### src/sv/sbfx_pkg.sv
// shared types and constants of the sprite blitter
`default_nettype none
package sbfx_pkg;

  typedef enum logic [1:0] {
    OP_BEGIN = 2'd0,
    OP_PIXEL = 2'd1,
    OP_READ  = 2'd2,
    OP_NONE  = 2'd3
  } opcode_t;

  typedef enum logic [1:0] {
    MODE_DEFAULT = 2'd0,
    MODE_FLIPPED = 2'd1,
    MODE_NOMASK  = 2'd2,
    MODE_BEHIND  = 2'd3
  } mode_t;

  localparam logic [1:0] STAT_OK        = 2'd0;
  localparam logic [1:0] STAT_REFUSED   = 2'd1;
  localparam logic [1:0] STAT_NO_SPRITE = 2'd2;

  // effect flag bit positions
  localparam int FX_CENTRED = 7;
  localparam int FX_UNSUPP  = 6;
  localparam int FX_BEHIND  = 5;
  localparam int FX_FLIPPED = 2;
  localparam int FX_NOMASK  = 1;

  localparam logic [7:0] BEHIND_KEY = 8'hFF;

  localparam int COORD_W    = 12;
  localparam int FIFO_DEPTH = 4;
  localparam int FIFO_PTR_W = 2;
  localparam int FIFO_CNT_W = 3;

  // one request on its way to the frame store
  typedef struct packed {
    opcode_t                     op;
    mode_t                       mode;
    logic signed [COORD_W-1:0]   tx;
    logic signed [COORD_W-1:0]   ty;
    logic                        on_screen;
    logic [7:0]                  colour;
    logic [1:0]                  status;
    logic                        done;
  } req_t;

  typedef struct packed {
    logic [7:0] read_value;
    logic [1:0] status;
    logic       sprite_done;
  } res_t;

endpackage
`default_nettype wire

### src/sv/sbfx_if.sv
// request and result channel interfaces
`default_nettype none


interface sbfx_out_if;
  logic       valid;
  logic       ready;
  logic [7:0] read_value;
  logic [1:0] status;
  logic       sprite_done;

  modport source (output valid, read_value, status, sprite_done, input ready);
  modport sink (input valid, read_value, status, sprite_done, output ready);
endinterface
`default_nettype wire

### src/sv/sbfx_out_fifo.sv
// small result queue that drives the result channel
`default_nettype none
module sbfx_out_fifo (
  input  wire logic                          clk,
  input  wire logic                          rst_n,
  input  wire logic                          push,
  input  wire sbfx_pkg::res_t                push_data,
  sbfx_out_if.source                         out_chan,
  output logic [sbfx_pkg::FIFO_CNT_W-1:0]    count_r
);

  sbfx_pkg::res_t                    slots [sbfx_pkg::FIFO_DEPTH];
  logic [sbfx_pkg::FIFO_PTR_W-1:0]   wr_ptr_r;
  logic [sbfx_pkg::FIFO_PTR_W-1:0]   rd_ptr_r;
  logic                              pop;
  sbfx_pkg::res_t                    head;

  assign head                 = slots[rd_ptr_r];
  assign out_chan.valid       = (count_r != '0);
  assign out_chan.read_value  = head.read_value;
  assign out_chan.status      = head.status;
  assign out_chan.sprite_done = head.sprite_done;
  assign pop                  = out_chan.valid && out_chan.ready;

  always_ff @(posedge clk) begin
    if (push) begin
      slots[wr_ptr_r] <= push_data;
    end
  end

  always_ff @(posedge clk) begin
    if (!rst_n) begin
      wr_ptr_r <= '0;
      rd_ptr_r <= '0;
      count_r  <= '0;
    end else begin
      if (push) begin
        wr_ptr_r <= wr_ptr_r + sbfx_pkg::FIFO_PTR_W'(1);
      end
      if (pop) begin
        rd_ptr_r <= rd_ptr_r + sbfx_pkg::FIFO_PTR_W'(1);
      end
      unique case ({push, pop})
        2'b10:   count_r <= count_r + sbfx_pkg::FIFO_CNT_W'(1);
        2'b01:   count_r <= count_r - sbfx_pkg::FIFO_CNT_W'(1);
        default: count_r <= count_r;
      endcase
    end
  end

endmodule
`default_nettype wire

### src/flat_wrapper.sv
// flat-port wrapper written by rule: the top's interface ports become plain ports
module sbfx_out_fifo_flat 
  (clk, rst_n, push, push_data, count_r, out_chan_valid, out_chan_read_value, out_chan_status, out_chan_sprite_done, out_chan_ready);
  sbfx_out_if out_chan_i ();
  input  wire logic clk;
  input  wire logic rst_n;
  input  wire logic push;
  input  wire sbfx_pkg::res_t push_data;
  output logic [sbfx_pkg::FIFO_CNT_W-1:0] count_r;
  output wire logic [$bits(out_chan_i.valid)-1:0] out_chan_valid;
  output wire logic [$bits(out_chan_i.read_value)-1:0] out_chan_read_value;
  output wire logic [$bits(out_chan_i.status)-1:0] out_chan_status;
  output wire logic [$bits(out_chan_i.sprite_done)-1:0] out_chan_sprite_done;
  input wire logic [$bits(out_chan_i.ready)-1:0] out_chan_ready;
  assign out_chan_valid = out_chan_i.valid;
  assign out_chan_read_value = out_chan_i.read_value;
  assign out_chan_status = out_chan_i.status;
  assign out_chan_sprite_done = out_chan_i.sprite_done;
  assign out_chan_i.ready = out_chan_ready;
  sbfx_out_fifo u_core (.clk(clk), .rst_n(rst_n), .push(push), .push_data(push_data), .out_chan(out_chan_i), .count_r(count_r));
endmodule
### config.mk
export PLATFORM = sky130hd
export DESIGN_NAME = sbfx_out_fifo_flat
export DESIGN_NICKNAME = d
export VERILOG_FILES = /design/src/sv/sbfx_pkg.sv /design/src/sv/sbfx_if.sv /design/src/sv/sbfx_out_fifo.sv /design/src/flat_wrapper.sv
export SDC_FILE = /design/constraint.sdc
export NUM_CORES = 1
export LEC_CHECK = 0
export ABC_CLOCK_PERIOD_IN_PS = 2900
export BUFFER_PORTS_ARGS = -buffer_cell sky130_fd_sc_hd__buf_2
export CORE_ASPECT_RATIO = 1.4
export CORE_MARGIN = 1
export CORE_UTILIZATION = 55
export CTS_CLUSTER_DIAMETER = 50
export DETAILED_ROUTE_END_ITERATION = 7
export PLACE_DENSITY = 0.77
export SLEW_MARGIN = 20
export SYNTH_ARGS = -nofsm -noshare
export SYNTH_HDL_FRONTEND = slang
export SYNTH_SLANG_ARGS = --single-unit
### constraint.sdc
create_clock -name clk -period 2.9 [get_ports clk]
set_clock_uncertainty 0.2 [all_clocks]
set_input_delay 0.58 -clock clk [delete_from_list [all_inputs] [get_ports clk]]
set_output_delay 0.58 -clock clk [all_outputs]
set_load 0.005 [all_outputs]
* Word-level counts from Yosys, hierarchy flattened
Memories as Yosys holds them, arrays and structs flattened. A register that Yosys moved wholly into a read port is not among the register bits.
Index checks and enable logic that the tools add are counted.
** Storage, ports and cells
- Memories :: 1
- Memory bits (writable) :: 44
- Word-level logic and storage cells :: 18
- Bits in registers :: 7
** Memory list
- u_core.slots :: words 4, width 11, read ports 1, clocked after memory_dff 1, write ports 1, RTL line sbfx_out_fifo.sv:12 : sbfx_pkg::res_t slots [sbfx_pkg::FIFO_DEPTH];
** Cells by class
- Muxes and demuxes :: 5
- Reduce and logical (&&, ||, !) cells :: 3
- Eq/ne operators :: 2
- $add $sub $neg :: 4
** Operators with widths (count)
- $pmux W3 S2 :: 1
- $add A2 B1 Y2 const B :: 2
- $mux W2 :: 2
- $add A3 B1 Y3 const B :: 1
- $reduce_bool A3 Y1 :: 1
- $sub A3 B1 Y3 const B :: 1
- $eq A2 B1 Y1 const B :: 1
- $eq A2 B2 Y1 const B :: 1
- $mux W1 :: 2
- $reduce_bool A2 Y1 :: 1
- $logic_and A1 B1 Y1 :: 1

* Depth between registers and ports, before layout
- Word-level depth :: 4
- Gate-level depth with buffers :: 7
- Mapped depth without buffers :: 7

* Least setup slack after synthesis
Ideal clock, no wire load.
- Kind :: input port to flip-flop
- From :: input out_chan_ready
- To :: register u_core.count_r[2] (netlist bit)
- Path slack :: 0.755 ns
- Stages on the path :: 7
- Library setup time :: 0.076 ns
- Arrival :: 1.870 ns
- Data required time :: 2.624 ns
- Path buffers :: 0
- Cell sequence :: o31a_2 -> ha_1 -> inv_1 -> fa_1 -> xor2_1 -> or3_1 -> a21boi_0
** Between the ends
- Word-level cells in the longest chain between the ends :: 3
** Ends and longest elaborated chain
- from (decl) :: RTL line flat_wrapper.sv:14 : input wire logic [$bits(out_chan_i.ready)-1:0] out_chan_ready;
- $logic_and A1 B1 Y1 * :: RTL line sbfx_out_fifo.sv:23 : assign pop = out_chan.valid && out_chan.ready;
- $eq A2 B1 Y1 / $eq A2 B2 Y1 (equally long branches) :: RTL line sbfx_out_fifo.sv:43 : unique case ({push, pop})
- $pmux W3 S2 / $reduce_bool A2 Y1 (equally long branches)
- to (signal assigned) :: RTL line sbfx_out_fifo.sv:44 : 2'b10: count_r <= count_r + sbfx_pkg::FIFO_CNT_W'(1);
- to (signal assigned) :: RTL line sbfx_out_fifo.sv:45 : 2'b01: count_r <= count_r - sbfx_pkg::FIFO_CNT_W'(1);
- to (signal assigned) :: RTL line sbfx_out_fifo.sv:46 : default: count_r <= count_r;
- to (decl) :: RTL line sbfx_out_fifo.sv:9 : output logic [sbfx_pkg::FIFO_CNT_W-1:0] count_r
Mark *: on every way between the ends. The rest lies on a longest branch, timed or not.
A chain may end at the register's enable or synchronous reset.

==> impl_metrics.tcl <==
set metrics [dict create \
    cts_buffers 5 \
    r2r-start "u_core.count_r[0]" \
    num_antenna_cells 0 \
    final_weighted_congestion_in_routability_driven_placement 0.629 \
    grt_max_degree 16 \
    floorplan.die_area_sq_um 3990 \
    synth.area.top_cells "edfxtp_1, mux4_2, dfxtp_1" \
    rows 25 \
    post_synth_and_or_nand_nor_area_fraction_pct 4.20 \
    drcViolationCount 0 \
    nNetsFinal 159 \
    synth_top_family_by_area "multiplexers" \
    timing.setup.critical_path_class "flop to output port" \
    startpoint_type "flop" \
    floorplan.core_area_sq_um 3470 \
    area_delta_synth_final_pct 13.0 \
    synth_largest_type_area_fraction_pct 64.3 \
    yosysWarnings 0 \
    post_cts.repair.setup_buffers 0 \
    final_util_pct 66.8 \
    port_buffers 29 \
    worst_ep_required_time_ps 2120 \
    ir_worst_vdd_mv 0.543 \
    tritoncts "done" \
    swShare_pct 25.0 \
    final.setup.tns_ps 0 \
    initial_core_util_pct 59.2 \
    cts.repair.resized 0 \
    power_leakage_nw 0.817 \
    detail_route.vias_per_cell 5.44 \
    period_utilisation_layout_pct 78.9 \
    first_global_vias 1020 \
    worst_hold_path_type "input pin to flop" \
    synth_seq_cells 53 \
    globalRouteOverflowTotal 0 \
    routed-via-count 974 \
    die_w_microns 53.7 \
    cell_count_after_synthesis 103 \
    post_synth_fa_ha_maj_area_fraction_pct 4.02 \
    synth-compound-area-share_pct 2.13 \
    postLayoutCellArea_sq_um 2320 \
    synth_top_area_cell "edfxtp_1" \
    power_report.internal_total_w 0.00127 \
    finalSetupViolCount 0 \
    clock_pin_slew_reported_for_the_worst_setup_and_hold_paths_after_clock_tree_synthesis_ps 80 \
    chipHeight_microns 74.3 \
    timing.critical_path.to_type "output port" \
    worstPathMaxFanout 11 \
    combPwrFrac_pct 22.5 \
    post_drt_wl_per_cell_microns 16.6 \
    fillers 246 \
    postSynthAreaPerCell_sq_um 19.9 \
    fmax_mhz 437 \
    grt_first_pass_wirelength_mm 4.64 \
    synth_seq_area_share_pct 73.1 \
    reg2reg_to "u_core.count_r[2]" \
    max_cap_violations 0 \
    worst-endpoint-arrival_ps 1510 \
    hold_violations 0 \
    power-per-cell-area_nw_per_um2 731 \
    switching_power_w 0.000424 \
    regToRegSetupSlack_ps 710 \
    worstHoldPathCells 1 \
    share_clk_of_total_power_pct 22.3 \
    drive_gt1_share_pct 35.3 \
    hold_end "u_core.slots[2][5]" \
    antenna_violations_before_repair 0 \
    final-max-slew-violation-count 0 \
    post_synth_xor_area_fraction_pct 2.13 \
    post_synth_instance_area_sq_um 2050 \
    cts_max_level 2 \
    firstDrtPassIters 4 \
    globalRouteTotalUtil_pct 17.3 \
    run_status "completed" \
    wirelength_mm 2.96 \
    cts.path.max_buffers 2 \
    place_area_sq_um 2240 \
    cts-root-buf "clkbuf_8" \
    detailedPlacementHpwl_mm 2.04 \
    clkLatencyLatePin_ps 290 \
    grt_setup_unrepaired "false" \
    drt.antenna.violating_nets 0 \
    synthMuxAreaShare_pct 12.5 \
    timing_worst_slew_pin_value_ps 601 \
    postCtsHoldBufs 0 \
    yosys.cell_types.count 20 \
    slew_headroom_pct 59.9 \
    nets_in_the_synthesized_netlist 124 \
    sequentialPowerShare_pct 55.3 \
    reg2regPathDepth 7 \
    io-pin-count 30 \
    min_from "push_data[5]" \
    dr.first_iter.drc_count 16 \
    clock-sinks 53 \
    min_period_ps 2290 \
]
[area by class of cell]
| cell class | count | area [sq um] | share of cell area, % |
|---|---|---|---|
| sequential | 53 | 1500 | 64.7 |
| multi-input combinational | 42 | 514 | 22.2 |
| timing repair buffer | 30 | 153 | 6.58 |
| clock buffer | 7 | 76.3 | 3.29 |
| tap | 40 | 50.0 | 2.16 |
| inverter | 6 | 22.5 | 0.970 |
| clock inverter | 1 | 3.75 | 0.162 |
[worst max-delay path, stage by stage, from the launching register on]
cell and delay (ps):
dfxtp_1 310, buf_4 240, mux4_2 530, buf_2 140
[worst max-delay path by stage]
stage                     depth (start not counted)                     end           start  slack [ps]
after floorplan                                   7       u_core.count_r[2]  out_chan_ready         750
after global placement                            8       u_core.count_r[2]  out_chan_ready         630
after detailed placement                          8       u_core.count_r[2]  out_chan_ready         530
after CTS                                         3  out_chan_read_value[6]            flop         570
after global routing                              3  out_chan_read_value[5]            flop         520
final                                             3  out_chan_read_value[6]            flop         610
[state kept, by name, summed over array words and instances (netlist names), named ones only]
signal and cells:
u_core.slots 44, u_core.count_r 3, u_core.rd_ptr_r 2, u_core.wr_ptr_r 2
[power groups by stage]
stage | clock (W) | sequential (W) | combinational [W]
after CTS | 0.000386 | 0.000939 | 0.000389
after detailed placement | 0 | 0.000956 | 0.000388
after floorplan | 0 | 0.000944 | 0.000267
after global placement | 0 | 0.000951 | 0.000378
final | 0.000378 | 0.000938 | 0.000381
after global routing | 0.000410 | 0.000946 | 0.000429
[metrics by stage]
step | hold slack (ps) | setup WS, ps | cells | power (W)
after global routing | 290 | 521 | 179 | 0.00179
after floorplan | 322 | 755 | 103 | 0.00121
after detailed placement | 352 | 529 | 171 | 0.00134
final | 296 | 611 | 179 | 0.00170
after global placement | 323 | 628 | 171 | 0.00133
after CTS | 288 | 571 | 179 | 0.00171
[metal layers]
| metal | share of wire, % | wire (microns) | up-vias | global-route usage [%] |
|---|---|---|---|---|
| met2 | 56 | 1650 | 24 | 30.4 |
| met5 | 0 | 0 | - | 0 |
| met4 | 0.40 | 12 | 0 | 6.14 |
| met1 | 40 | 1180 | 484 | 19.0 |
| li1 | - | - | 464 | - |
| met3 | 4.0 | 118 | 2 | 5.93 |
[placed cells by master, fill, tap and decap left out]
cell / Yosys / layout
or3_2: 1 / 1
or3_1: 1 / 1
o31a_2: 1 / 1
inv_1: 6 / 6
nor2b_1: 3 / 3
buf_4: 0 / 1
clkbuf_8: 0 / 5
fa_1: 1 / 1
o21ai_0: 2 / 2
clkbuf_1: 0 / 2
xnor2_1: 3 / 3
buf_2: 1 / 29
mux4_2: 11 / 11
clkinv_1: 0 / 1
a21boi_0: 1 / 1
xor2_1: 2 / 2
nand2_1: 1 / 1
mux2i_1: 1 / 1
edfxtp_1: 44 / 44
o311ai_2: 1 / 1
ha_1: 5 / 5
and2_1: 8 / 8
dfxtp_1: 9 / 9
[cell families after synthesis]
logic type / Yosys count
muxes: 12
buffers and inverters: 8
and+or+nand+nor: 14
DFF: 53
xor gates and xnor gates: 5
adders and majority gates: 6
AOI/OAI and AO/OA: 5
[synth_stat cells]
| master | instances |
|---|---|
| a21boi_0 | 1 |
| and2_1 | 8 |
| buf_2 | 1 |
| buf_6 | 1 |
| dfxtp_1 | 9 |
| edfxtp_1 | 44 |
| fa_1 | 1 |
| ha_1 | 5 |
| inv_1 | 6 |
| mux2i_1 | 1 |
| mux4_2 | 11 |
| nand2_1 | 1 |
| nor2b_1 | 3 |
| o21ai_0 | 2 |
| o311ai_2 | 1 |
| o31a_2 | 1 |
| or3_1 | 1 |
| or3_2 | 1 |
| xnor2_1 | 3 |
| xor2_1 | 2 |
No activity file was read; power rests on OpenSTA's default activity.
