File: src/sv/sbfx_pkg.sv
// shared types and constants of the sprite blitter
`default_nettype none
package sbfx_pkg;

  typedef enum logic [1:0] {
    OP_BEGIN = 2'd0,
    OP_PIXEL = 2'd1,
    OP_READ  = 2'd2,
    OP_NONE  = 2'd3
  } opcode_t;

  typedef enum logic [1:0] {
    MODE_DEFAULT = 2'd0,
    MODE_FLIPPED = 2'd1,
    MODE_NOMASK  = 2'd2,
    MODE_BEHIND  = 2'd3
  } mode_t;

  localparam logic [1:0] STAT_OK        = 2'd0;
  localparam logic [1:0] STAT_REFUSED   = 2'd1;
  localparam logic [1:0] STAT_NO_SPRITE = 2'd2;

  // effect flag bit positions
  localparam int FX_CENTRED = 7;
  localparam int FX_UNSUPP  = 6;
  localparam int FX_BEHIND  = 5;
  localparam int FX_FLIPPED = 2;
  localparam int FX_NOMASK  = 1;

  localparam logic [7:0] BEHIND_KEY = 8'hFF;

  localparam int COORD_W    = 12;
  localparam int FIFO_DEPTH = 4;
  localparam int FIFO_PTR_W = 2;
  localparam int FIFO_CNT_W = 3;

  // one request on its way to the frame store
  typedef struct packed {
    opcode_t                     op;
    mode_t                       mode;
    logic signed [COORD_W-1:0]   tx;
    logic signed [COORD_W-1:0]   ty;
    logic                        on_screen;
    logic [7:0]                  colour;
    logic [1:0]                  status;
    logic                        done;
  } req_t;

  typedef struct packed {
    logic [7:0] read_value;
    logic [1:0] status;
    logic       sprite_done;
  } res_t;

endpackage
`default_nettype wire

File: src/sv/sbfx_if.sv
// request and result channel interfaces
`default_nettype none
interface sbfx_in_if;
  logic              valid;
  logic              ready;
  logic [1:0]        opcode;
  logic signed [9:0] pos_x;
  logic signed [9:0] pos_y;
  logic [7:0]        sprite_width;
  logic [7:0]        sprite_height;
  logic [7:0]        effects;
  logic [7:0]        pixel_value;

  modport source (output valid, opcode, pos_x, pos_y, sprite_width, sprite_height,
                  effects, pixel_value, input ready);
  modport sink (input valid, opcode, pos_x, pos_y, sprite_width, sprite_height,
                effects, pixel_value, output ready);
endinterface

`default_nettype wire

File: src/sv/sbfx_draw_ctrl.sv
// sprite state and target coordinate generation
`default_nettype none
module sbfx_draw_ctrl #(
  parameter int SCREEN_WIDTH  = 320,
  parameter int SCREEN_HEIGHT = 200
) (
  input  wire logic       clk,
  input  wire logic       rst_n,
  sbfx_in_if.sink         in_chan,
  input  wire logic       can_take,
  output sbfx_pkg::req_t  req_r,
  output logic            req_valid_r
);

  localparam logic signed [sbfx_pkg::COORD_W-1:0] SCR_W = sbfx_pkg::COORD_W'(SCREEN_WIDTH);
  localparam logic signed [sbfx_pkg::COORD_W-1:0] SCR_H = sbfx_pkg::COORD_W'(SCREEN_HEIGHT);

  logic signed [9:0]    origin_x_r, origin_x_nxt;
  logic signed [9:0]    origin_y_r, origin_y_nxt;
  logic [7:0]           width_r, width_nxt;
  logic [7:0]           height_r, height_nxt;
  sbfx_pkg::mode_t      mode_r, mode_nxt;
  logic [7:0]           col_r, col_nxt;
  logic [7:0]           row_r, row_nxt;
  logic                 active_r, active_nxt;
  sbfx_pkg::req_t       req_nxt;

  logic                 accept;
  logic signed [10:0]   cx, cy;
  logic [8:0]           col_inc, row_inc;
  logic signed [sbfx_pkg::COORD_W-1:0] ox_ext, oy_ext, col_ext, row_ext;
  logic signed [sbfx_pkg::COORD_W-1:0] tx, ty;
  logic                 in_bounds;

  function automatic logic signed [9:0] sat10(input logic signed [10:0] v);
    logic signed [9:0] r;
    if (v < -11'sd512) begin
      r = -10'sd512;
    end else if (v > 11'sd511) begin
      r = 10'sd511;
    end else begin
      r = v[9:0];
    end
    return r;
  endfunction

  assign in_chan.ready = can_take;
  assign accept        = in_chan.valid && can_take;

  // centred anchor moves back by half the size
  assign cx = in_chan.effects[sbfx_pkg::FX_CENTRED]
              ? {in_chan.pos_x[9], in_chan.pos_x} - $signed({4'b0, in_chan.sprite_width[7:1]})
              : {in_chan.pos_x[9], in_chan.pos_x};
  assign cy = in_chan.effects[sbfx_pkg::FX_CENTRED]
              ? {in_chan.pos_y[9], in_chan.pos_y} - $signed({4'b0, in_chan.sprite_height[7:1]})
              : {in_chan.pos_y[9], in_chan.pos_y};

  assign col_inc = {1'b0, col_r} + 9'd1;
  assign row_inc = {1'b0, row_r} + 9'd1;
  assign ox_ext  = {{2{origin_x_r[9]}}, origin_x_r};
  assign oy_ext  = {{2{origin_y_r[9]}}, origin_y_r};
  assign col_ext = {4'b0, col_r};
  assign row_ext = {4'b0, row_r};

  always_comb begin
    unique case (sbfx_pkg::opcode_t'(in_chan.opcode))
      sbfx_pkg::OP_PIXEL: begin
        tx = (mode_r == sbfx_pkg::MODE_FLIPPED) ? ox_ext - 12'sd1 - col_ext : ox_ext + col_ext;
        ty = oy_ext + row_ext;
      end
      default: begin
        tx = {{2{in_chan.pos_x[9]}}, in_chan.pos_x};
        ty = {{2{in_chan.pos_y[9]}}, in_chan.pos_y};
      end
    endcase
  end

  assign in_bounds = (tx >= 12'sd0) && (tx < SCR_W) && (ty >= 12'sd0) && (ty < SCR_H);

  always_comb begin
    origin_x_nxt = origin_x_r;
    origin_y_nxt = origin_y_r;
    width_nxt    = width_r;
    height_nxt   = height_r;
    mode_nxt     = mode_r;
    col_nxt      = col_r;
    row_nxt      = row_r;
    active_nxt   = active_r;

    req_nxt.op        = sbfx_pkg::opcode_t'(in_chan.opcode);
    req_nxt.mode      = mode_r;
    req_nxt.tx        = tx;
    req_nxt.ty        = ty;
    req_nxt.on_screen = 1'b0;
    req_nxt.colour    = in_chan.pixel_value;
    req_nxt.status    = sbfx_pkg::STAT_OK;
    req_nxt.done      = 1'b0;

    unique case (sbfx_pkg::opcode_t'(in_chan.opcode))
      sbfx_pkg::OP_BEGIN: begin
        if (in_chan.effects[sbfx_pkg::FX_UNSUPP]) begin
          req_nxt.status = sbfx_pkg::STAT_REFUSED;
          active_nxt     = 1'b0;
        end else begin
          origin_x_nxt = sat10(cx);
          origin_y_nxt = sat10(cy);
          width_nxt    = in_chan.sprite_width;
          height_nxt   = in_chan.sprite_height;
          priority if (in_chan.effects[sbfx_pkg::FX_FLIPPED]) begin
            mode_nxt = sbfx_pkg::MODE_FLIPPED;
          end else if (in_chan.effects[sbfx_pkg::FX_NOMASK]) begin
            mode_nxt = sbfx_pkg::MODE_NOMASK;
          end else if (in_chan.effects[sbfx_pkg::FX_BEHIND]) begin
            mode_nxt = sbfx_pkg::MODE_BEHIND;
          end else begin
            mode_nxt = sbfx_pkg::MODE_DEFAULT;
          end
          col_nxt    = '0;
          row_nxt    = '0;
          active_nxt = (in_chan.sprite_width != 8'd0) && (in_chan.sprite_height != 8'd0);
        end
      end
      sbfx_pkg::OP_PIXEL: begin
        if (!active_r) begin
          req_nxt.status = sbfx_pkg::STAT_NO_SPRITE;
        end else begin
          req_nxt.on_screen = in_bounds;
          if (col_inc >= {1'b0, width_r}) begin
            col_nxt = '0;
            if (row_inc >= {1'b0, height_r}) begin
              row_nxt      = '0;
              active_nxt   = 1'b0;
              req_nxt.done = 1'b1;
            end else begin
              row_nxt = row_inc[7:0];
            end
          end else begin
            col_nxt = col_inc[7:0];
          end
        end
      end
      sbfx_pkg::OP_READ: begin
        req_nxt.on_screen = in_bounds;
      end
      sbfx_pkg::OP_NONE: begin
      end
    endcase
  end

  always_ff @(posedge clk) begin
    if (!rst_n) begin
      origin_x_r  <= '0;
      origin_y_r  <= '0;
      width_r     <= '0;
      height_r    <= '0;
      mode_r      <= sbfx_pkg::MODE_DEFAULT;
      col_r       <= '0;
      row_r       <= '0;
      active_r    <= 1'b0;
      req_valid_r <= 1'b0;
    end else begin
      req_valid_r <= accept;
      if (accept) begin
        origin_x_r <= origin_x_nxt;
        origin_y_r <= origin_y_nxt;
        width_r    <= width_nxt;
        height_r   <= height_nxt;
        mode_r     <= mode_nxt;
        col_r      <= col_nxt;
        row_r      <= row_nxt;
        active_r   <= active_nxt;
      end
    end
  end

  always_ff @(posedge clk) begin
    if (accept) begin
      req_r <= req_nxt;
    end
  end

endmodule
`default_nettype wire

File: src/flat_wrapper.sv
// flat-port wrapper written by rule: the top's interface ports become plain ports
module sbfx_draw_ctrl_flat 
#(
  parameter int SCREEN_WIDTH  = 320,
  parameter int SCREEN_HEIGHT = 200
)
  (clk, rst_n, can_take, req_r, req_valid_r, in_chan_valid, in_chan_opcode, in_chan_pos_x, in_chan_pos_y, in_chan_sprite_width, in_chan_sprite_height, in_chan_effects, in_chan_pixel_value, in_chan_ready);
  sbfx_in_if in_chan_i ();
  input  wire logic clk;
  input  wire logic rst_n;
  input  wire logic can_take;
  output sbfx_pkg::req_t req_r;
  output logic req_valid_r;
  input wire logic [$bits(in_chan_i.valid)-1:0] in_chan_valid;
  input wire logic [$bits(in_chan_i.opcode)-1:0] in_chan_opcode;
  input wire logic [$bits(in_chan_i.pos_x)-1:0] in_chan_pos_x;
  input wire logic [$bits(in_chan_i.pos_y)-1:0] in_chan_pos_y;
  input wire logic [$bits(in_chan_i.sprite_width)-1:0] in_chan_sprite_width;
  input wire logic [$bits(in_chan_i.sprite_height)-1:0] in_chan_sprite_height;
  input wire logic [$bits(in_chan_i.effects)-1:0] in_chan_effects;
  input wire logic [$bits(in_chan_i.pixel_value)-1:0] in_chan_pixel_value;
  output wire logic [$bits(in_chan_i.ready)-1:0] in_chan_ready;
  assign in_chan_i.valid = in_chan_valid;
  assign in_chan_i.opcode = in_chan_opcode;
  assign in_chan_i.pos_x = in_chan_pos_x;
  assign in_chan_i.pos_y = in_chan_pos_y;
  assign in_chan_i.sprite_width = in_chan_sprite_width;
  assign in_chan_i.sprite_height = in_chan_sprite_height;
  assign in_chan_i.effects = in_chan_effects;
  assign in_chan_i.pixel_value = in_chan_pixel_value;
  assign in_chan_ready = in_chan_i.ready;
  sbfx_draw_ctrl #(.SCREEN_WIDTH(SCREEN_WIDTH), .SCREEN_HEIGHT(SCREEN_HEIGHT)) u_core (.clk(clk), .rst_n(rst_n), .in_chan(in_chan_i), .can_take(can_take), .req_r(req_r), .req_valid_r(req_valid_r));
endmodule
File: config.mk
export PLATFORM = sky130hd
export DESIGN_NAME = sbfx_draw_ctrl_flat
export DESIGN_NICKNAME = d
export VERILOG_FILES = /design/src/sv/sbfx_pkg.sv /design/src/sv/sbfx_if.sv /design/src/sv/sbfx_draw_ctrl.sv /design/src/flat_wrapper.sv
export SDC_FILE = /design/constraint.sdc
export NUM_CORES = 1
export LEC_CHECK = 0
export BUFFER_PORTS_ARGS = -buffer_cell sky130_fd_sc_hd__clkbuf_2
export CAP_MARGIN = 30
export CORE_MARGIN = 3
export CORE_UTILIZATION = 50
export CTS_BUF_LIST = sky130_fd_sc_hd__clkbuf_16
export CTS_CLUSTER_DIAMETER = 100
export DETAILED_ROUTE_END_ITERATION = 8
export PLACE_DENSITY = 0.74
export SYNTH_ARGS = -nofsm -noshare
export SYNTH_HDL_FRONTEND = slang
export SYNTH_SLANG_ARGS = --single-unit
export TNS_END_PERCENT = 5
File: constraint.sdc
create_clock -name clk -period 7.05 [get_ports clk]
set_clock_uncertainty 0.1 [all_clocks]
set_input_delay 1.41 -clock clk [delete_from_list [all_inputs] [get_ports clk]]
set_output_delay 1.41 -clock clk [all_outputs]
set_load 0.01 [all_outputs]
# Yosys cells after proc, flatten, opt, wreduce, memory -nomap -nowiden

Index checks and enable logic that the tools add are counted.

Flip-flop bits (word level): 96
Bits in latches: 0
RAM bits: 0
Bits in read-only memories: 0
Input port bits: 58
Output and inout port bits: 42
Logic and storage cells: 87
Memories: 0

Add/subtract/negate cells: 8
$mul: 0
Div/mod/pow operators: 0
Magnitude comparators: 10
Eq/ne operators: 6
Shift-type cells: 0
Multiplexer cells: 31
Bitwise logic cells: 1
Reductions and logical operators: 14

Operators by type and width:

| cell                  | count |
|---|---|
| $mux 8                | 6 |
| $mux 10               | 4 |
| $mux 12               | 3 |
| $pmux 8 s2            | 2 |
| $ge 12x1->1 const B   | 2 |
| $add 10x9->11         | 2 |
| $gt 11x10->1 const B  | 2 |
| $lt 11x10->1 const B  | 2 |
| $mux 11               | 2 |
| $sub 10x8->11         | 2 |
| $add 8x1->9 const B   | 2 |
| $ge 9x8->1            | 2 |
| $reduce_bool 8->1     | 2 |
| $lt 12x10->1 const B  | 1 |
| $lt 12x9->1 const B   | 1 |
| $sub 12x9->12         | 1 |
| $sub 10x2->11 const B | 1 |
| $mux 2                | 4 |
| $mux 1                | 7 |
| $reduce_and 3->1      | 2 |
| $logic_and 1x1->1     | 5 |
| $reduce_and 5->1      | 1 |
| $eq 2x1->1 const B    | 2 |
| $ne 2x1->1 const B    | 2 |
| other kinds (9)       | 10 |

# Longest topological paths before layout

Gate-level depths: netlist (run 1).

Depth after elaboration: 10
Depth in mapped cells: 14
Depth with buffers taken out: 14

# Least setup slack after synthesis (run 1)

OpenSTA, ideal clock, no wires.

Path kind: input to register
From: input in_chan_sprite_height[2]
To: register u_core.origin_y_r[0]
Setup time: 0.061 ns
Data arrival time: 3.516 ns
Slack: 3.373 ns
Stages: 9
Path buffers: 0
Path through: inv_1 -> ha_1 -> nor2b_1 -> o21a_1 -> o21ai_1 -> a2111oi_0 -> o311ai_1 -> a31oi_1 -> a22o_1

Longest elaborated chain between the ends: 5

RTL lines:

| what                 | RTL line              | text |
|---|---|---|
| start, declared      | flat_wrapper.sv:19    | `input wire logic [$bits(in_chan_i.sprite_height)-1:0] in_chan_sprite_height;` |
| $sub 10x8->11 (*)    | sbfx_draw_ctrl.sv:55  | `? {in_chan.pos_y[9], in_chan.pos_y} - $signed({4'b0, in_chan.sprite_height[7:1]})` |
| $mux 11 (*)          | sbfx_draw_ctrl.sv:55  |  |
| $gt 11x10->1         | sbfx_draw_ctrl.sv:39  | `end else if (v > 11'sd511) begin` |
| $mux 10              | sbfx_draw_ctrl.sv:39  |  |
| $mux 10 (*)          | sbfx_draw_ctrl.sv:37  | `if (v < -11'sd512) begin` |
| end signal, assigned | sbfx_draw_ctrl.sv:165 | `origin_y_r <= origin_y_nxt;` |
| end, declared        | sbfx_draw_ctrl.sv:19  | `logic signed [9:0] origin_y_r, origin_y_nxt;` |

Mark *: on every way between the ends. The rest lies on a longest branch, timed or not.
A chain may end at the register's enable or synchronous reset.

# Worst setup path in the final report (run 1)

From: input in_chan_opcode[1]
To: register u_core.row_r[0]

Longest elaborated chain between the ends: 3

RTL lines:

| what                                                 | RTL line              | text |
|---|---|---|
| start, declared                                      | flat_wrapper.sv:15    | `input wire logic [$bits(in_chan_i.opcode)-1:0] in_chan_opcode;` |
| $eq 2x1->1 / $logic_not 2->1 (equally long branches) | sbfx_draw_ctrl.sv:99  | `unique case (sbfx_pkg::opcode_t'(in_chan.opcode))` |
| $ne 2x1->1 (no line) (tied with other cells)         | --                    |  |
| $reduce_and 5->1 (no line)                           | --                    |  |
| end signal, assigned                                 | sbfx_draw_ctrl.sv:170 | `row_r <= row_nxt;` |
| end, declared                                        | sbfx_draw_ctrl.sv:24  | `logic [7:0] row_r, row_nxt;` |

Parallel ways exist; a longest one is shown, timed or not.

==> impl_metrics.env, run 1 <==
export IMPL_antenna_found_initial=0
export IMPL_nNetsFinal=975
export IMPL_drt_first_pass_iters=5
export IMPL_ys_flop_type="dfxtp_1"
export IMPL_synth_area_leaders="edfxtp_1, dfxtp_1, ha_1"
export IMPL_layout_drive_gt1_share_pct=15.0
export IMPL_coreArea_sq_um=12700
export IMPL_r2r_end="u_core.row_r[1]"
export IMPL_endpoint="u_core.row_r[0]"
export IMPL_io_buffers=96
export IMPL_grt_pass1_vias=5505
export IMPL_layout_common_cells="clkbuf_2, nand2_1, inv_1"
export IMPL_netlist_cell_type_count=70
export IMPL_comb_power_share_pct=15.2
export IMPL_fin_crit_ps=3980
export IMPL_vdd_drop_max_mv=0.0976
export IMPL_synth_enable_flop_cells=39
export IMPL_numCtsBuffers=9
export IMPL_ys_seq_elements=95
export IMPL_wl_per_cell_microns=16.0
export IMPL_timing_rr_start="u_core.col_r[1]"
export IMPL_drt_iter0_drc=468
export IMPL_rsz0062_at_grt="false"
export IMPL_cp_cell_sequence="clkbuf_2 > inv_1 > ha_1 > buf_4 > nand2_1 > a211oi_1 > o21a_1 > nand2b_1 > mux2i_1"
export IMPL_cts_resized_gates=0
export IMPL_die_h_microns=121
export IMPL_grt_ovfl_total=0
export IMPL_clk_latency_ps=350
export IMPL_tightest_slew_ps=988
export IMPL_dp_hpwl_microns=12600
export IMPL_powerDensity_nw_per_um2=175
export IMPL_clock_sinks=95
export IMPL_ios=100
export IMPL_via_count=5910
export IMPL_yosysSeqAreaShare_pct=34.9
export IMPL_reg2reg_slack_ps=3510
export IMPL_clkTransAtPathRegs_ps=70
export IMPL_crit_slowest_cell="a211oi_1"
export IMPL_synthesis_area_sq_um=6560
export IMPL_status="completed"
export IMPL_mostFrequentLayoutCell="clkbuf_2"
export IMPL_hold_path_class="register to register"
export IMPL_fillers=1214
export IMPL_path_max_fanout=37
export IMPL_netlist_area_leader_share_pct=17.8
export IMPL_synth_area_leader_cell="edfxtp_1"
export IMPL_end_kind="register"
export IMPL_grt_usage_pct=23.2
export IMPL_maxSlewViolCount=0
export IMPL_antenna_cells=0
export IMPL_timing_slew_headroom_pct=33.9
export IMPL_htree_levels=3
export IMPL_gp_congestion=0.899
export IMPL_min_path_cells=2
export IMPL_power_uw=1310
export IMPL_synthCells=766
export IMPL_cp_data_arrival_time_ps=4100
export IMPL_synthArstFlopShare_pct=0
export IMPL_viasPerCell=5.74
export IMPL_p_sw_uw=361
export IMPL_internal_power_uw=949
export IMPL_ant_nets=0
export IMPL_synth_fp_nets=888
export IMPL_cts_tree="built"
export IMPL_cts_setup_buffers=0
export IMPL_cts_hold_buffers_added=0
export IMPL_startpoint_type="input pin"
export IMPL_drc_errors=0
export IMPL_grt_max_degree=38
export IMPL_wl_microns=16500
export IMPL_crit_path_start="in_chan_opcode[1]"
export IMPL_crit_type="input pin to register"
export IMPL_setup_viol=0
export IMPL_seqPwrFrac_pct=45.5
export IMPL_start_util_pct=51.6
export IMPL_reg2regPathDepth=12
export IMPL_fin_tns_setup_ps=0
export IMPL_cpPeakStageDelay_ps=730
export IMPL_yosys_warnings=0
export IMPL_worstPathRequired_ps=7170
export IMPL_maxCapViolCount=0
export IMPL_fp_dieW_microns=121
export IMPL_cts_max_path_buffers=2
export IMPL_fin_crit_sh_pct=56.4
export IMPL_synth_area_per_cell_sq_um=8.57
export IMPL_areaGrowthSynthToFinish_pct=14.3
export IMPL_die_area_sq_um=14500
export IMPL_finalHoldViolations=0
export IMPL_grt_pass1_wl_microns=27100
export IMPL_rows=41
export IMPL_cts_root_buf="clkbuf_16"
export IMPL_p_clk_share_pct=39.3
export IMPL_power_static_leakage_uw=0.00314
export IMPL_clock_fmax_ghz=0.251
export IMPL_p_sw_share_pct=27.6
[state kept, by name, summed over array words and instances (netlist names)]
signal,count
u_core.mode_r,2
u_core.width_r,8
u_core.row_r,8
u_core.col_r,8
u_core.height_r,8
u_core.req_r,39
u_core.origin_y_r,10
u_core.origin_x_r,10
u_core.active_r,1
u_core.req_valid_r,1
[cells by family after synthesis]
| kind of cell | Yosys count | synth area share, % |
|---|---|---|
| and+or+nand+nor | 251 | 19.0 |
| AOI/OAI and AO/OA | 222 | 21.9 |
| DFF | 95 | 34.9 |
| buffers and inverters | 91 | 5.36 |
| adders and majority gates | 64 | 12.8 |
| xor gates and xnor gates | 34 | 4.54 |
| muxes | 9 | 1.49 |
[final cells by class]
cell class                      instances  area (sq um)  share of cell area, %
Tap cell                              172           215                   2.87
Clock buffer                            9           225                   3.00
Inverter                               65           244                   3.25
Timing Repair Buffer                  102           526                   7.00
Multi-Input combinational cell        580          3920                   52.2
Sequential cell                        95          2290                   30.5
Clock inverter                          7          81.3                   1.08
[routing by layer]
| layer | part of all wire, % | track usage [%] | vias to the layer above | wire (microns) |
|---|---|---|---|---|
| met4 | 1.3 | 5.88 | 0 | 219 |
| met3 | 7.3 | 4.30 | 22 | 1200 |
| met2 | 44 | 35.8 | 198 | 7180 |
| met5 | 0 | 0 | - | 0 |
| li1 | - | - | 2951 | - |
| met1 | 48 | 33.6 | 2739 | 7870 |
[power groups by stage]
stage	clock network [uW]	logic [uW]	registers [uW]
finish	515	199	596
floorplan	0	122	614
detailed placement	0	196	609
global placement	0	194	608
CTS	521	198	596
global route	541	223	597
[synthesized netlist by cell type, types with 3 or more instances]
library cell  instances
o22ai_1               4
dfxtp_1              56
o21bai_1              4
nand4_1               7
a31oi_1               7
o31ai_1               4
nand2_1              71
nand2b_1             16
or3_1                12
clkbuf_1             18
a22o_1               14
and3_1                8
o21ai_1              34
fa_1                  5
mux2i_1               3
buf_1                 4
xnor2_1              23
nor3_1               24
o21a_1               14
a211oi_1              8
o21ai_0              28
o211ai_1              8
inv_1                63
and2_1                5
ha_1                 59
xor2_1               11
nor2b_1              18
nor4_1                8
nand3_1              15
a21o_1               12
mux2_2                5
edfxtp_1             39
nor2_1               51
a311oi_1              4
a31o_1                3
a21oi_1              53
[worst max-delay path, delay by kind of cell]
kind                       cells  cell delay, ps
adders and majority gates      1             160
muxes                          1             140
buffers and inverters          3             590
AOI/OAI and AO/OA              2            1120
and+or+nand+nor                2             670
[worst min path at each step]
stage          slack, ps                 end               start
5_1_grt              390  u_core.height_r[2]  u_core.height_r[2]
3_5_place_dp         350   u_core.width_r[4]   u_core.width_r[4]
3_3_place_gp         340  u_core.height_r[6]  u_core.height_r[6]
4_1_cts              360   u_core.width_r[4]   u_core.width_r[4]
6_report             360  u_core.height_r[7]  u_core.height_r[7]
2_1_floorplan        340  u_core.height_r[1]  u_core.height_r[1]
[per-stage QoR]
step / std cells / util, % / hold WS (ps) / area (sq um) / worst slack [ps]
finish: 1030 / 59.0 / 355 / 7500 / 3070
global route: 1030 / 59.0 / 385 / 7500 / 2870
CTS: 1030 / 59.0 / 356 / 7500 / 3070
detailed placement: 1014 / 56.6 / 347 / 7200 / 2720
global placement: 1014 / 56.6 / 342 / 7200 / 2770
floorplan: 766 / - / 336 / 6560 / 3370
(Power assumes the default switching activity.)
==> run 2, diff against run 1 <==
PLACE_DENSITY = 0.76   (was 0.74)
clock period = 3.3 ns   (was 7.05 ns; I/O delays follow)
==> impl_metrics.env, run 2 (synthesis results as in run 1) <==
export IMPL_status="completed"
export IMPL_cp_cell_sequence="inv_1 > ha_4 > nand2b_4 > nor4_2 > xor2_1 > ha_2 > or3_4 > a311o_1 > a31o_1 > o211ai_2 > xor2_1 > o22ai_1 > and4b_1"
export IMPL_final_area_sq_um=7760
export IMPL_clock_fmax_ghz=0.311
export IMPL_crit_type="register to register"
export IMPL_antenna_found_initial=0
export IMPL_vdd_drop_max_mv=0.257
export IMPL_fp_dieW_microns=121
export IMPL_tightest_slew_ps=849
export IMPL_timing_slew_headroom_pct=43.1
export IMPL_grt_pass1_vias=5495
export IMPL_maxCapViolCount=0
export IMPL_drc_errors=0
export IMPL_path_max_fanout=5
export IMPL_die_h_microns=121
export IMPL_layout_drive_gt1_share_pct=19.5
export IMPL_power_uw=2740
export IMPL_viasPerCell=5.69
export IMPL_startpoint_type="register"
export IMPL_reg_top3="u_core.req_r: 39 flops, u_core.origin_x_r: 10 flops, u_core.origin_y_r: 10 flops"
export IMPL_holdWs_ps=355
export IMPL_setup_ws_ps=83.6
export IMPL_mostFrequentLayoutCell="clkbuf_2"
export IMPL_finalHoldViolations=0
export IMPL_grt_pass1_wl_microns=27400
export IMPL_maxSlewViolCount=0
export IMPL_die_area_sq_um=14500
export IMPL_crit_family="simple AND/OR/NAND/NOR gates"
export IMPL_numCtsBuffers=9
export IMPL_internal_power_uw=1970
export IMPL_end_kind="register"
export IMPL_areaGrowthSynthToFinish_pct=18.3
export IMPL_htree_levels=3
export IMPL_worstPathRequired_ps=3310
export IMPL_crit_path_start="u_core.origin_x_r[0]"
export IMPL_cp_common_cell="xor2_1"
export IMPL_crit_cells=13
export IMPL_powerDensity_nw_per_um2=353
export IMPL_cts_root_buf="clkbuf_16"
export IMPL_via_count=6002
export IMPL_setup_viol=0
export IMPL_grt_max_degree=38
export IMPL_gp_congestion=0.904
export IMPL_comb_power_share_pct=16.6
export IMPL_cp_num_buf_inv=1
export IMPL_ios=100
export IMPL_place_area_sq_um=7390
export IMPL_r2r_end="u_core.req_r[11]"
export IMPL_clkTransAtPathRegs_ps=70
export IMPL_clock_sinks=95
export IMPL_wl_per_cell_microns=16.2
export IMPL_nNetsFinal=1000
export IMPL_clk_latency_ps=350
export IMPL_p_clk_share_pct=37.0
export IMPL_endpoint="u_core.req_r[11]"
export IMPL_crit_slowest_cell="a311o_1"
export IMPL_wl_microns=17100
export IMPL_cts_tree="built"
export IMPL_p_sw_share_pct=28.1
export IMPL_fillers=1116
export IMPL_fin_crit_ps=3220
export IMPL_seqCellArea_sq_um=2300
export IMPL_dp_hpwl_microns=13200
export IMPL_rows=41
export IMPL_grt_ovfl_total=0
export IMPL_reg2regPathDepth=13
export IMPL_drt_first_pass_iters=5
export IMPL_fin_crit_sh_pct=97.5
export IMPL_min_delay_start="u_core.width_r[3]"
export IMPL_cp_data_arrival_time_ps=3230
export IMPL_io_buffers=96
export IMPL_cpPeakStageDelay_ps=390
export IMPL_multiInputGateArea_sq_um=3990
export IMPL_p_sw_uw=770
export IMPL_largest_reg_flops=39
export IMPL_drt_iter0_drc=369
export IMPL_pre_cts_slack_ps=24.0
export IMPL_layout_common_cells="clkbuf_2, nand2_1, inv_1"
export IMPL_cts_hold_buffers_added=0
export IMPL_timing_rr_start="u_core.origin_x_r[0]"
export IMPL_hold_path_class="register to register"
export IMPL_cts_max_path_buffers=2
export IMPL_seqPwrFrac_pct=46.4
export IMPL_ant_nets=0
export IMPL_antenna_cells=0
export IMPL_start_util_pct=51.6
export IMPL_power_static_leakage_uw=0.00328
export IMPL_regMostFlops="u_core.req_r"
export IMPL_reg2reg_slack_ps=80
export IMPL_grt_usage_pct=23.6
export IMPL_coreArea_sq_um=12700
export IMPL_fin_tns_setup_ps=0
[run 2: changes by cell type in the layout (fill, tap and decap cells not counted), sizes merged]
cell and delta:
buf +25, bufinv -1, clkinv +1
[run 2: repair_timing]
action	in CTS	in global routing
resized for setup	1	20
pin swaps	0	5
gates cloned	0	0
setup buffers	0	1
endpoints found under the setup margin	1	12
[run 2: worst register-to-register path, delay by kind of cell (launching register included)]
kind                       cells  cell delay [ps]
and+or+nand+nor                4              870
AOI/OAI and AO/OA              4              860
DFF                            1              360
adders and majority gates      2              360
xor gates and xnor gates       2              320
buffers and inverters          1              100
[run 2: layout make-up]
type                            count  area share (%)
Timing Repair Buffer              127            9.35
Clock inverter                      7           0.806
Tap cell                          172            2.77
Clock buffer                        9            2.90
Sequential cell                    95            29.6
Inverter                           65            3.14
Multi-Input combinational cell    580            51.4
[run 2: worst min path at each step]
stage,depth (start not counted),slack [ps],end
after floorplan,2,340,u_core.height_r[1]
after global placement,2,340,u_core.height_r[5]
after detailed placement,2,350,u_core.width_r[3]
after CTS,2,360,u_core.width_r[3]
after global routing,1,360,u_core.req_r[9]
final,2,360,u_core.width_r[3]
[run 2: stage by stage]
| step | instances | util [%] |
|---|---|---|
| 6_report | 1055 | 61.0 |
| 5_1_grt | 1055 | 61.0 |
| 4_1_cts | 1054 | 60.4 |
| 3_5_place_dp | 1038 | 58.1 |
| 3_3_place_gp | 1038 | 58.1 |
| 2_1_floorplan | 766 | - |
[run 2: per-layer routing]
metal / vias up / track usage (%) / part of all wire [%]
met5: - / 0 / 0
met4: 0 / 8.71 / 2.6
met3: 32 / 4.16 / 6.4
met1: 2770 / 33.5 / 47
met2: 189 / 36.2 / 44
li1: 3011 / - / -
[run 2: power groups by stage]
| stage | logic, uW | clock network, uW | registers (uW) |
|---|---|---|---|
| CTS | 443 | 1030 | 1270 |
| floorplan | 261 | 0 | 1310 |
| global placement | 430 | 0 | 1300 |
| detailed placement | 439 | 0 | 1300 |
| finish | 455 | 1010 | 1270 |
| global route | 506 | 1080 | 1270 |
